**src/pbg_pkg.sv**
```systemverilog
// Package for the battery gauge snapshot decoder.
// Status codes, scaling constants and the charge curve. No dependencies.
`default_nettype none

package pbg_pkg;

  typedef enum logic [1:0] {
    STATUS_OK          = 2'd0,
    STATUS_NOT_ENABLED = 2'd1,
    STATUS_BUS_FAIL    = 2'd2
  } result_status_e;

  localparam int unsigned CurvePoints = 10;
  localparam int unsigned CurveSegs   = CurvePoints - 1;

  localparam logic [7:0]  StatusUsbMask  = 8'h20;
  localparam logic [7:0]  StatusChgMask  = 8'h04;
  localparam logic [3:0]  BatVoltScale   = 4'd11;
  localparam logic [4:0]  BusVoltScale   = 5'd17;
  // floor(x / 10) == (x * DivTenRecip) >> DivTenShift for x < 81920
  localparam logic [15:0] DivTenRecip    = 16'd52429;
  localparam int unsigned DivTenShift    = 19;
  // per-segment division by the segment width, ceil(2^20 / width)
  localparam int unsigned SegRecipShift  = 20;
  localparam logic [6:0]  PercentFull    = 7'd100;

  localparam logic [12:0] CURVE_MV [CurvePoints] = '{
    13'd3300, 13'd3400, 13'd3500, 13'd3600, 13'd3680,
    13'd3750, 13'd3850, 13'd3950, 13'd4050, 13'd4150
  };
  localparam logic [6:0] CURVE_PCT [CurvePoints] = '{
    7'd0, 7'd5, 7'd10, 7'd20, 7'd30, 7'd45, 7'd60, 7'd75, 7'd90, 7'd100
  };
  localparam logic [3:0] SEG_DPCT [CurveSegs] = '{
    4'd5, 4'd5, 4'd10, 4'd10, 4'd15, 4'd15, 4'd15, 4'd15, 4'd10
  };
  localparam logic [14:0] SEG_RECIP [CurveSegs] = '{
    15'd10486, 15'd10486, 15'd10486, 15'd13108, 15'd14980,
    15'd10486, 15'd10486, 15'd10486, 15'd10486
  };

endpackage

`default_nettype wire

```
**src/pmic_adc_battery_gauge.sv**
```systemverilog
// Battery gauge snapshot decoder: one ADC register snapshot in, one decoded result out.
// Four-stage pipeline with a per-stage valid/ready chain. Depends on pbg_pkg.
//
// Each transfer on the input stream is one register snapshot; each produces
// exactly one result transfer, in order. While the output is not stalled, the
// pipeline takes one snapshot every cycle: stage 1 forms the codes and the
// x11/x17 products, stage 2 divides by ten with a reciprocal multiply and
// halves the current, stage 3 finds the curve segment and scales its offset,
// stage 4 divides by the segment width and holds the result. A stalled output
// holds its stage; empty stages upstream keep accepting until the pipeline is
// full. The enable register is sampled when a snapshot is accepted; the user
// must write it only while the block is idle; the block does not enforce it.
`default_nettype none

module pmic_adc_battery_gauge (
  input  wire logic        clk_i,
  input  wire logic        rst_ni,
  // configuration write: monitor_enabled
  input  wire logic        cfg_valid_i,
  output logic             cfg_ready_o,
  input  wire logic        cfg_data_i,
  // snapshot stream
  input  wire logic        s_axis_tvalid,
  output logic             s_axis_tready,
  // tdata, from bit 0: status_byte, batt_volt_high, batt_volt_low,
  // charge_cur_high, charge_cur_low, discharge_cur_high, discharge_cur_low,
  // bus_volt_high, bus_volt_low (8 bits each)
  input  wire logic [71:0] s_axis_tdata,
  // tuser: bus_error
  input  wire logic [0:0]  s_axis_tuser,
  // result stream
  output logic             m_axis_tvalid,
  input  wire logic        m_axis_tready,
  // tdata, from bit 0: battery_millivolts (13), battery_milliamps (13, signed),
  // bus_millivolts (13), usb_present (1), is_charging (1), charge_percent (7)
  output logic [47:0]      m_axis_tdata,
  // tuser: result_status (2)
  output logic [1:0]       m_axis_tuser
);
  import pbg_pkg::*;

  logic enabled_q;

  logic rdy1, rdy2, rdy3, rdy4;
  logic v1_q, v2_q, v3_q, v4_q;

  // stage 1
  result_status_e st1_q;
  logic           usb1_q, chg1_q;
  logic [15:0]    bat_x11_q;
  logic [16:0]    bus_x17_q;
  logic [13:0]    cur_diff_q;
  // stage 2
  result_status_e st2_q;
  logic           usb2_q, chg2_q;
  logic [12:0]    bat_mv2_q, bus_mv2_q, ma2_q;
  // stage 3
  result_status_e st3_q;
  logic           usb3_q, chg3_q;
  logic [12:0]    bat_mv3_q, bus_mv3_q, ma3_q;
  logic [10:0]    num3_q;
  logic [14:0]    recip3_q;
  logic [6:0]     base3_q;
  // stage 4 (output)
  result_status_e st4_q;
  logic           usb4_q, chg4_q;
  logic [12:0]    bat_mv4_q, bus_mv4_q, ma4_q;
  logic [6:0]     pct4_q;

  // stage 1 combinational
  result_status_e st1_d;
  logic [11:0]    bat_code, bus_code;
  logic [12:0]    chg_code, dis_code;
  logic [7:0]     status_byte;
  // stage 2 combinational
  logic [31:0]    bat_prod;
  logic [32:0]    bus_prod;
  logic [13:0]    cur_adj;
  // stage 3 combinational
  logic [3:0]     seg;
  logic [12:0]    seg_off;
  logic [10:0]    num3_d;
  logic [6:0]     base3_d;
  // stage 4 combinational
  logic [25:0]    q_prod;

  assign cfg_ready_o = 1'b1;

  always_ff @(posedge clk_i or negedge rst_ni) begin
    if (!rst_ni) begin
      enabled_q <= 1'b0;
    end else if (cfg_valid_i) begin
      enabled_q <= cfg_data_i;
    end
  end

  assign rdy4 = m_axis_tready || !v4_q;
  assign rdy3 = rdy4 || !v3_q;
  assign rdy2 = rdy3 || !v2_q;
  assign rdy1 = rdy2 || !v1_q;
  assign s_axis_tready = rdy1;

  always_ff @(posedge clk_i or negedge rst_ni) begin
    if (!rst_ni) begin
      v1_q <= 1'b0;
      v2_q <= 1'b0;
      v3_q <= 1'b0;
      v4_q <= 1'b0;
    end else begin
      if (rdy1) v1_q <= s_axis_tvalid;
      if (rdy2) v2_q <= v1_q;
      if (rdy3) v3_q <= v2_q;
      if (rdy4) v4_q <= v3_q;
    end
  end

  // stage 1: status, codes gated to zero on failure, products
  always_comb begin
    if (!enabled_q) begin
      st1_d = STATUS_NOT_ENABLED;
    end else if (s_axis_tuser[0]) begin
      st1_d = STATUS_BUS_FAIL;
    end else begin
      st1_d = STATUS_OK;
    end
    if (st1_d == STATUS_OK) begin
      status_byte = s_axis_tdata[7:0];
      bat_code    = {s_axis_tdata[15:8], s_axis_tdata[19:16]};
      chg_code    = {s_axis_tdata[31:24], s_axis_tdata[36:32]};
      dis_code    = {s_axis_tdata[47:40], s_axis_tdata[52:48]};
      bus_code    = {s_axis_tdata[63:56], s_axis_tdata[67:64]};
    end else begin
      status_byte = '0;
      bat_code    = '0;
      chg_code    = '0;
      dis_code    = '0;
      bus_code    = '0;
    end
  end

  always_ff @(posedge clk_i) begin
    if (rdy1) begin
      st1_q      <= st1_d;
      usb1_q     <= |(status_byte & StatusUsbMask);
      chg1_q     <= |(status_byte & StatusChgMask);
      bat_x11_q  <= {4'd0, bat_code} * {12'd0, BatVoltScale};
      bus_x17_q  <= {5'd0, bus_code} * {12'd0, BusVoltScale};
      cur_diff_q <= {1'b0, chg_code} - {1'b0, dis_code};
    end
  end

  // stage 2: divide by ten, halve current toward zero
  assign bat_prod = {16'd0, bat_x11_q} * {16'd0, DivTenRecip};
  assign bus_prod = {16'd0, bus_x17_q} * {17'd0, DivTenRecip};
  assign cur_adj  = cur_diff_q + {13'd0, cur_diff_q[13]};

  always_ff @(posedge clk_i) begin
    if (rdy2) begin
      st2_q     <= st1_q;
      usb2_q    <= usb1_q;
      chg2_q    <= chg1_q;
      bat_mv2_q <= bat_prod[DivTenShift +: 13];
      bus_mv2_q <= bus_prod[DivTenShift +: 13];
      ma2_q     <= cur_adj[13:1];
    end
  end

  // stage 3: curve segment and scaled offset
  always_comb begin
    seg = '0;
    for (int j = 1; j < CurveSegs; j++) begin
      if (bat_mv2_q >= CURVE_MV[j]) seg = 4'(j);
    end
    seg_off = bat_mv2_q - CURVE_MV[seg];
    if (bat_mv2_q <= CURVE_MV[0]) begin
      base3_d = CURVE_PCT[0];
      num3_d  = '0;
    end else if (bat_mv2_q >= CURVE_MV[CurvePoints-1]) begin
      base3_d = PercentFull;
      num3_d  = '0;
    end else begin
      base3_d = CURVE_PCT[seg];
      num3_d  = {4'd0, seg_off[6:0]} * {7'd0, SEG_DPCT[seg]};
    end
  end

  always_ff @(posedge clk_i) begin
    if (rdy3) begin
      st3_q     <= st2_q;
      usb3_q    <= usb2_q;
      chg3_q    <= chg2_q;
      bat_mv3_q <= bat_mv2_q;
      bus_mv3_q <= bus_mv2_q;
      ma3_q     <= ma2_q;
      num3_q    <= num3_d;
      recip3_q  <= SEG_RECIP[seg];
      base3_q   <= base3_d;
    end
  end

  // stage 4: divide by segment width, add base percent
  assign q_prod = {15'd0, num3_q} * {11'd0, recip3_q};

  always_ff @(posedge clk_i) begin
    if (rdy4) begin
      st4_q     <= st3_q;
      usb4_q    <= usb3_q;
      chg4_q    <= chg3_q;
      bat_mv4_q <= bat_mv3_q;
      bus_mv4_q <= bus_mv3_q;
      ma4_q     <= ma3_q;
      pct4_q    <= base3_q + {1'b0, q_prod[SegRecipShift +: 6]};
    end
  end

  assign m_axis_tvalid = v4_q;
  assign m_axis_tuser  = st4_q;
  assign m_axis_tdata  = {pct4_q, chg4_q, usb4_q, bus_mv4_q, ma4_q, bat_mv4_q};

  assert property (@(posedge clk_i) disable iff (!rst_ni)
    m_axis_tvalid && (m_axis_tuser != STATUS_OK) |-> (m_axis_tdata == '0))
    else $error("failed status with nonzero result fields");

  assert property (@(posedge clk_i) disable iff (!rst_ni)
    m_axis_tvalid |-> (pct4_q <= PercentFull))
    else $error("charge percent above full");

  assert property (@(posedge clk_i) disable iff (!rst_ni)
    v2_q |-> (bat_mv2_q <= 13'd4504) && (bus_mv2_q <= 13'd6961))
    else $error("scaled voltage out of range");

  assert property (@(posedge clk_i) disable iff (!rst_ni)
    v1_q && !rdy2 |=> v1_q && $stable(bat_x11_q) && $stable(cur_diff_q))
    else $error("stage 1 lost data under stall");

endmodule

`default_nettype wire
```
**config.mk**
```make
export PLATFORM = sky130hd
export DESIGN_NAME = pmic_adc_battery_gauge
export DESIGN_NICKNAME = d
export VERILOG_FILES = /design/src/pbg_pkg.sv /design/src/pmic_adc_battery_gauge.sv
export SDC_FILE = /design/constraint.sdc
export NUM_CORES = 1
export LEC_CHECK = 0
export ABC_AREA = 1
export ABC_CLOCK_PERIOD_IN_PS = 6500
export BUFFER_PORTS_ARGS = -buffer_cell sky130_fd_sc_hd__buf_2
export CAP_MARGIN = 0
export CELL_PAD_IN_SITES_DETAIL_PLACEMENT = 0
export CELL_PAD_IN_SITES_GLOBAL_PLACEMENT = 1
export CORE_MARGIN = 2
export CORE_UTILIZATION = 50
export CTS_CLUSTER_SIZE = 14
export DETAILED_ROUTE_END_ITERATION = 10
export PLACE_DENSITY_LB_ADDON = 0.1
export SETUP_SLACK_MARGIN = 0.1
export SLEW_MARGIN = 40
export SYNTH_ARGS = -nofsm -noshare
export SYNTH_HDL_FRONTEND = slang
export SYNTH_SLANG_ARGS = --single-unit
```
**constraint.sdc**
```tcl
create_clock -name clk_i -period 6.5 [get_ports clk_i]
set_input_delay 0.65 -clock clk_i [delete_from_list [all_inputs] [get_ports clk_i]]
set_output_delay 0.65 -clock clk_i [all_outputs]
set_load 0.005 [all_outputs]
```
== After elaboration in Yosys (flattened, before gate mapping) ==
Memory sizes are Yosys's and may differ from the RTL's. A register that Yosys moved wholly into a read port is not among the register bits.
Cells that the tools add are included.
Operators by class
  add/subtract/negate cells: 4
  $mul: 6
  divide/modulo/power cells: 0
  order comparisons: 11
  eq/ne operators: 0
  shift-type cells: 0
  multiplexer cells: 21
  bitwise gates (word level): 1
  reductions and logical operators: 10
Operators with widths (count)
  13-bit by 12-bit >= comparator with 1-bit output (second input constant): 8
  4-bit 2-to-1 mux: 9
  7-bit 2-to-1 mux: 5
  16-bit by 16-bit multiplier with 32-bit output (second input constant): 1
  17-bit by 16-bit multiplier with 32-bit output (second input constant): 1
  11-bit by 15-bit multiplier with 26-bit output: 1
  13-bit 2-to-1 mux: 2
  12-bit 2-to-1 mux: 2
  12-bit by 5-bit multiplier with 17-bit output (second input constant): 1
  12-bit by 4-bit multiplier with 16-bit output (second input constant): 1
  14-bit by 1-bit adder with 14-bit output: 1
  13-bit by 13-bit subtractor with 14-bit output: 1
  13-bit >= comparator (second input constant): 1
  13-bit by 12-bit less-or-equal comparator with 1-bit output (second input constant): 1
  7-bit by 4-bit multiplier with 11-bit output: 1
  7-bit by 6-bit adder with 7-bit output: 1
  7-bit subtractor: 1
  5-bit >= comparator (second input constant): 1
  4-bit inverter with 5-bit output: 1
  1-bit logical NOT: 4
  1-bit logical OR: 4
  2-bit 2-to-1 mux: 2
  2-bit logical NOT: 1
  2-bit OR reduction: 1
  1-bit 2-to-1 mux: 1
Word-level totals
  flip-flop bits (word level): 210
  latch bits: 0
  RAM bits: 0
  bits in read-only memories: 624
  output and inout bits: 53
  word-level logic and storage cells: 90
  memories: 4
Memory list
  (name not given): words 16, width 15, rd ports 1, clocked after memory_dff 1, write ports 0, line pmic_adc_battery_gauge.sv:196  | recip3_q <= SEG_RECIP[seg];
  (name not given): words 16, width 13, rd ports 1, clocked after memory_dff 0, write ports 0, line pmic_adc_battery_gauge.sv:174  | seg_off = bat_mv2_q - CURVE_MV[seg];
  (name not given): words 16, width 7, rd ports 1, clocked after memory_dff 0, write ports 0, line pmic_adc_battery_gauge.sv:182  | base3_d = CURVE_PCT[seg];
  (name not given): words 16, width 4, rd ports 1, clocked after memory_dff 0, write ports 0, line pmic_adc_battery_gauge.sv:183  | num3_d = {4'd0, seg_off[6:0]} * {7'd0, SEG_DPCT[seg]};

== Logic depth before layout (Yosys ltp) ==
  depth after elaboration: 15
  gate-level depth with buffers: 35
  mapped depth without buffers: 34

== Worst setup path before layout ==
No wires, ideal clock.
  kind: register -> register
  start: reg recip3_q[5]
  end: reg pct4_q[5], data pin
  library setup time: 0.257 ns
  arrival: 5.409 ns
  data required time: 6.243 ns
  setup slack: 0.834 ns
  stages on the path, launching flop included: 28
  buffers on the path: 1
  path through: edfxtp_1 -> clkbuf_1 -> nand2_1 -> fa_1 -> fa_1 -> inv_1 -> fa_1 -> inv_1 -> fa_1 -> inv_1 -> fa_1 -> ha_1 -> nand2_1 -> nor2_1 -> nand2_1 -> nand2_1 -> nand2_1 -> nand3_1 -> xnor2_1 -> inv_1 -> ha_1 -> a21oi_1 -> inv_1 -> a31oi_1 -> nor2_1 -> o21ai_0 -> nand2_1 -> xor2_1
Between the ends
  cells in the longest elaborated chain, start to end: 2
RTL lines
  start: declaration: line pmic_adc_battery_gauge.sv:62  | logic [14:0] recip3_q;
  11-bit by 15-bit multiplier with 26-bit output: line pmic_adc_battery_gauge.sv:202  | assign q_prod = {15'd0, num3_q} * {11'd0, recip3_q};
  7-bit by 6-bit adder with 7-bit output: line pmic_adc_battery_gauge.sv:212  | pct4_q <= base3_q + {1'b0, q_prod[SegRecipShift +: 6]};
  end signal: assignment: line pmic_adc_battery_gauge.sv:212
  end: declaration: line pmic_adc_battery_gauge.sv:68  | logic [6:0] pct4_q;
No other way between the ends.
A chain may end at the register's enable or synchronous reset.

== Worst setup path in the final report ==
  start: reg recip3_q[11]
  end: reg pct4_q[5], data pin
Same word-level chain as after synthesis.

==> flow_summary.yaml <==
worst_setup_path:
  critPathTopFamily: "adder cells"
  crit_arrival_ns: 6.38
  critPathMaxStageDelay_ns: 0.55
  cp-end-kind: "flip-flop"
  crit_chain: "buf_4 -> nand2_1 -> inv_1 -> fa_1 -> fa_1 -> fa_1 -> fa_1 -> fa_1 -> ha_1 -> nand2_1 -> nor3_1 -> nand4_1 -> nand3_1 -> xnor2_1 -> inv_1 -> ha_1 -> a21oi_1 -> inv_1 -> a31oi_2 -> nor2_1 -> o21ai_0 -> nand2_1 -> xor2_1"
  required_ns: 6.81
  cp-start-kind: "flip-flop"
  cpMaxStageDelayCell: "edfxtp_1"
  setup.worst_path.class: "flip-flop to flip-flop"
  crit_path_frequent_cell: "fa_1"
  path_buf_inv: 4
  cp_max_fo: 7
yosys:
  synth_top_area_cell: "edfxtp_1"
  ys_top_cells_by_area: "edfxtp_1, fa_1, ha_1"
  yosysSeqAreaShare_pct: 26.1
  synth_enable_flop_cells: 210
  synth-main-ff-cell: "edfxtp_1"
  avgSynthCellArea_um2: 9.65
  synth_top_area_share_pct: 25.6
  async_flop_share_pct: 2.33
  syn_nets: 3329
  yosys_warnings: 0
  synth.distinct_cells: 47
  synth_area_um2: 24700
  synth-seq-cells: 215
  synth_cells: 2554
global_route:
  grt_use_total_pct: 21.9
  antenna_found_initial: 0
  grt_pass1_wl_mm: 87.7
  grt_pass1_vias: 17500
  grt_max_degree: 68
  grt_overflow_total: 0
status:
  outcome: "complete, no violations"
place:
  dp_hpwl_mm: 47.1
  dp.cells: 3320
  pre_cts_slack_ns: 0.360
  gp_congestion: 0.913
  placed_area_um2: 26000
  io_buffers: 110
finish:
  nets: 3472
  layout_commonest_cell: "inv_1"
  areaGrowthSynthToFinish_pct: 9.17
  drive_above_1_share_pct: 7.59
  fillers: 4522
  layout_common_cells: "inv_1, ha_1, nand2_1"
  fin_area_um2: 26900
  stdcell_count: 3379
  antenna_cells: 0
sta:
  finalCriticalPeriod_ns: 6.07
  tns_ns: 0
  rsz0062_at_grt: "no"
  max_freq_ghz: 0.165
  slew_headroom_pct: 49.3
  skew_ns: 0.0204
  finalHoldViolations: 0
  worst_slack_ns: 0.432
  tightest_slew_ns: 0.761
  finalMaxSlewViolations: 0
  setup_viol: 0
  finalCritPeriodShare_pct: 93.4
clock_network:
  clk_latency_ns: 0.56
  clock-sinks: 215
  clk_pin_slew_ns: 0.06
  h-tree-depth: 1
  cts-buffers-inserted: 25
  cts_tree: "built"
  cts_root_buf: "clkbuf_16"
  cts_max_path_buffers: 3
floorplan:
  chipHeight_um: 226
  start_util_pct: 50.5
  die_w_um: 226
  die_area_um2: 51100
  row_count: 81
  fp.coreArea_um2: 48800
  io_pins: 132
route:
  vias: 17000
  ant_nets: 0
  wire_per_inst_um: 16.2
  avgViaCountPerCell: 5.03
  drc_errors: 0
  drtPass1Iterations: 5
  wl_mm: 54.7
  drt_iter0_drc: 698
worst_hold_path:
  hp-class: "input pin to flip-flop"
flow_run:
  drv_cap: 0
[path summary, 6_finish.rpt]
path                                from  slack [ns]  cells past startpoint        end
min                        s_axis_tvalid        0.29                      3       v1_q
max in group asynchronous         rst_ni        5.90                      2  enabled_q
max reg2reg                 recip3_q[11]        0.43                     23  pct4_q[5]
min reg2reg                       chg3_q        0.41                      0     chg4_q
max                         recip3_q[11]        0.43                     23  pct4_q[5]
min in group asynchronous         rst_ni        0.45                      2       v2_q
[cell families (layout without fill, tap and decap cells)]
family                     Yosys count  in the layout  synth area share (%)
adders and majority gates          696            696                  43.5
buffers and inverters              658            819                  10.1
and+or+nand+nor                    620            620                  11.0
AOI/OAI and AO/OA                  278            278                  6.28
DFF                                215            215                  26.1
xor gates and xnor gates            86             86                  3.06
other                                1              1                0.0152
[cell type report]
type,count,area [µm²],share of cell area (%)
Clock buffer,31,648,2.41
Clock inverter,14,118,0.437
Inverter,644,2420,9.00
Multi-Input combinational cell,1681,15800,58.5
Sequential cell,215,6430,23.9
Tap cell,664,831,3.09
Timing Repair Buffer,130,707,2.63
[registers in the layout, summed over array words and instances (netlist names), 2 cells and up]
signal,count
bus_x17_q,17
m_axis_tuser,2
ma4_q,13
bus_mv3_q,13
ma2_q,13
bus_mv4_q,13
ma3_q,13
bat_mv3_q,13
base3_q,7
bat_mv2_q,13
num3_q,11
bus_mv2_q,13
st1_q,2
pct4_q,7
st2_q,2
recip3_q,5
st3_q,2
cur_diff_q,14
bat_x11_q,16
bat_mv4_q,13
[routing by layer]
| layer | global-route usage (%) | vias up | share of wire [%] | wire (µm) |
|---|---|---|---|---|
| li1 | - | 8487 | - | - |
| met2 | 38.6 | 289 | 49 | 26600 |
| met3 | 2.68 | 63 | 3.8 | 2100 |
| met4 | 5.48 | 0 | 2.2 | 1180 |
| met5 | 0 | - | 0 | 0 |
| met1 | 28.7 | 8174 | 45 | 24800 |
[worst register-to-register path, cell delays in order (launching register included)]
cell,delay (ns)
edfxtp_1,0.55
buf_4,0.21
nand2_1,0.05
inv_1,0.08
fa_1,0.51
fa_1,0.53
fa_1,0.52
fa_1,0.52
fa_1,0.49
ha_1,0.37
nand2_1,0.11
nor3_1,0.25
nand4_1,0.14
nand3_1,0.13
xnor2_1,0.12
inv_1,0.06
ha_1,0.34
a21oi_1,0.17
inv_1,0.07
a31oi_2,0.18
nor2_1,0.06
o21ai_0,0.14
nand2_1,0.08
xor2_1,0.14
[repair_timing]
item | in CTS | in global routing
endpoints found under the hold margin | 5 | 0
setup buffers | 0 | 13
resized for setup | 0 | 3
setup endpoints to repair | 0 | 2
hold buffers | 1 | 0
[cell usage after synthesis, types with 2 or more instances]
| library cell | instances |
|---|---|
| inv_1 | 639 |
| fa_1 | 268 |
| nand3_1 | 69 |
| a21boi_0 | 3 |
| ha_1 | 428 |
| o21ai_2 | 2 |
| nand4_1 | 24 |
| nor2_4 | 4 |
| a31oi_1 | 13 |
| dfrtp_1 | 5 |
| nand2_4 | 6 |
| o21ai_0 | 77 |
| buf_4 | 3 |
| nand2_2 | 11 |
| edfxtp_1 | 210 |
| xnor2_1 | 32 |
| and2_1 | 2 |
| nor4_1 | 12 |
| nand3b_1 | 3 |
| inv_2 | 4 |
| nand3_2 | 2 |
| o21bai_1 | 10 |
| nor2_1 | 142 |
| xor2_1 | 54 |
| a21o_1 | 8 |
| a21oi_1 | 140 |
| nand2_1 | 314 |
| o211ai_1 | 4 |
| clkbuf_1 | 10 |
| o21a_1 | 10 |
| nor3_1 | 26 |
| and3_1 | 2 |
| o31ai_1 | 3 |
[through the flow]
step | utilization (%) | hold slack [ns]
global placement | 53.3 | 0.401
global route | 55.1 | 0.287
CTS | 54.9 | 0.267
finish | 55.1 | 0.292
floorplan | - | 0.354
detailed placement | 53.3 | 0.405
Power is not shown: default switching activity piles up to over one toggle a cycle in this logic, so the estimate is an artifact.
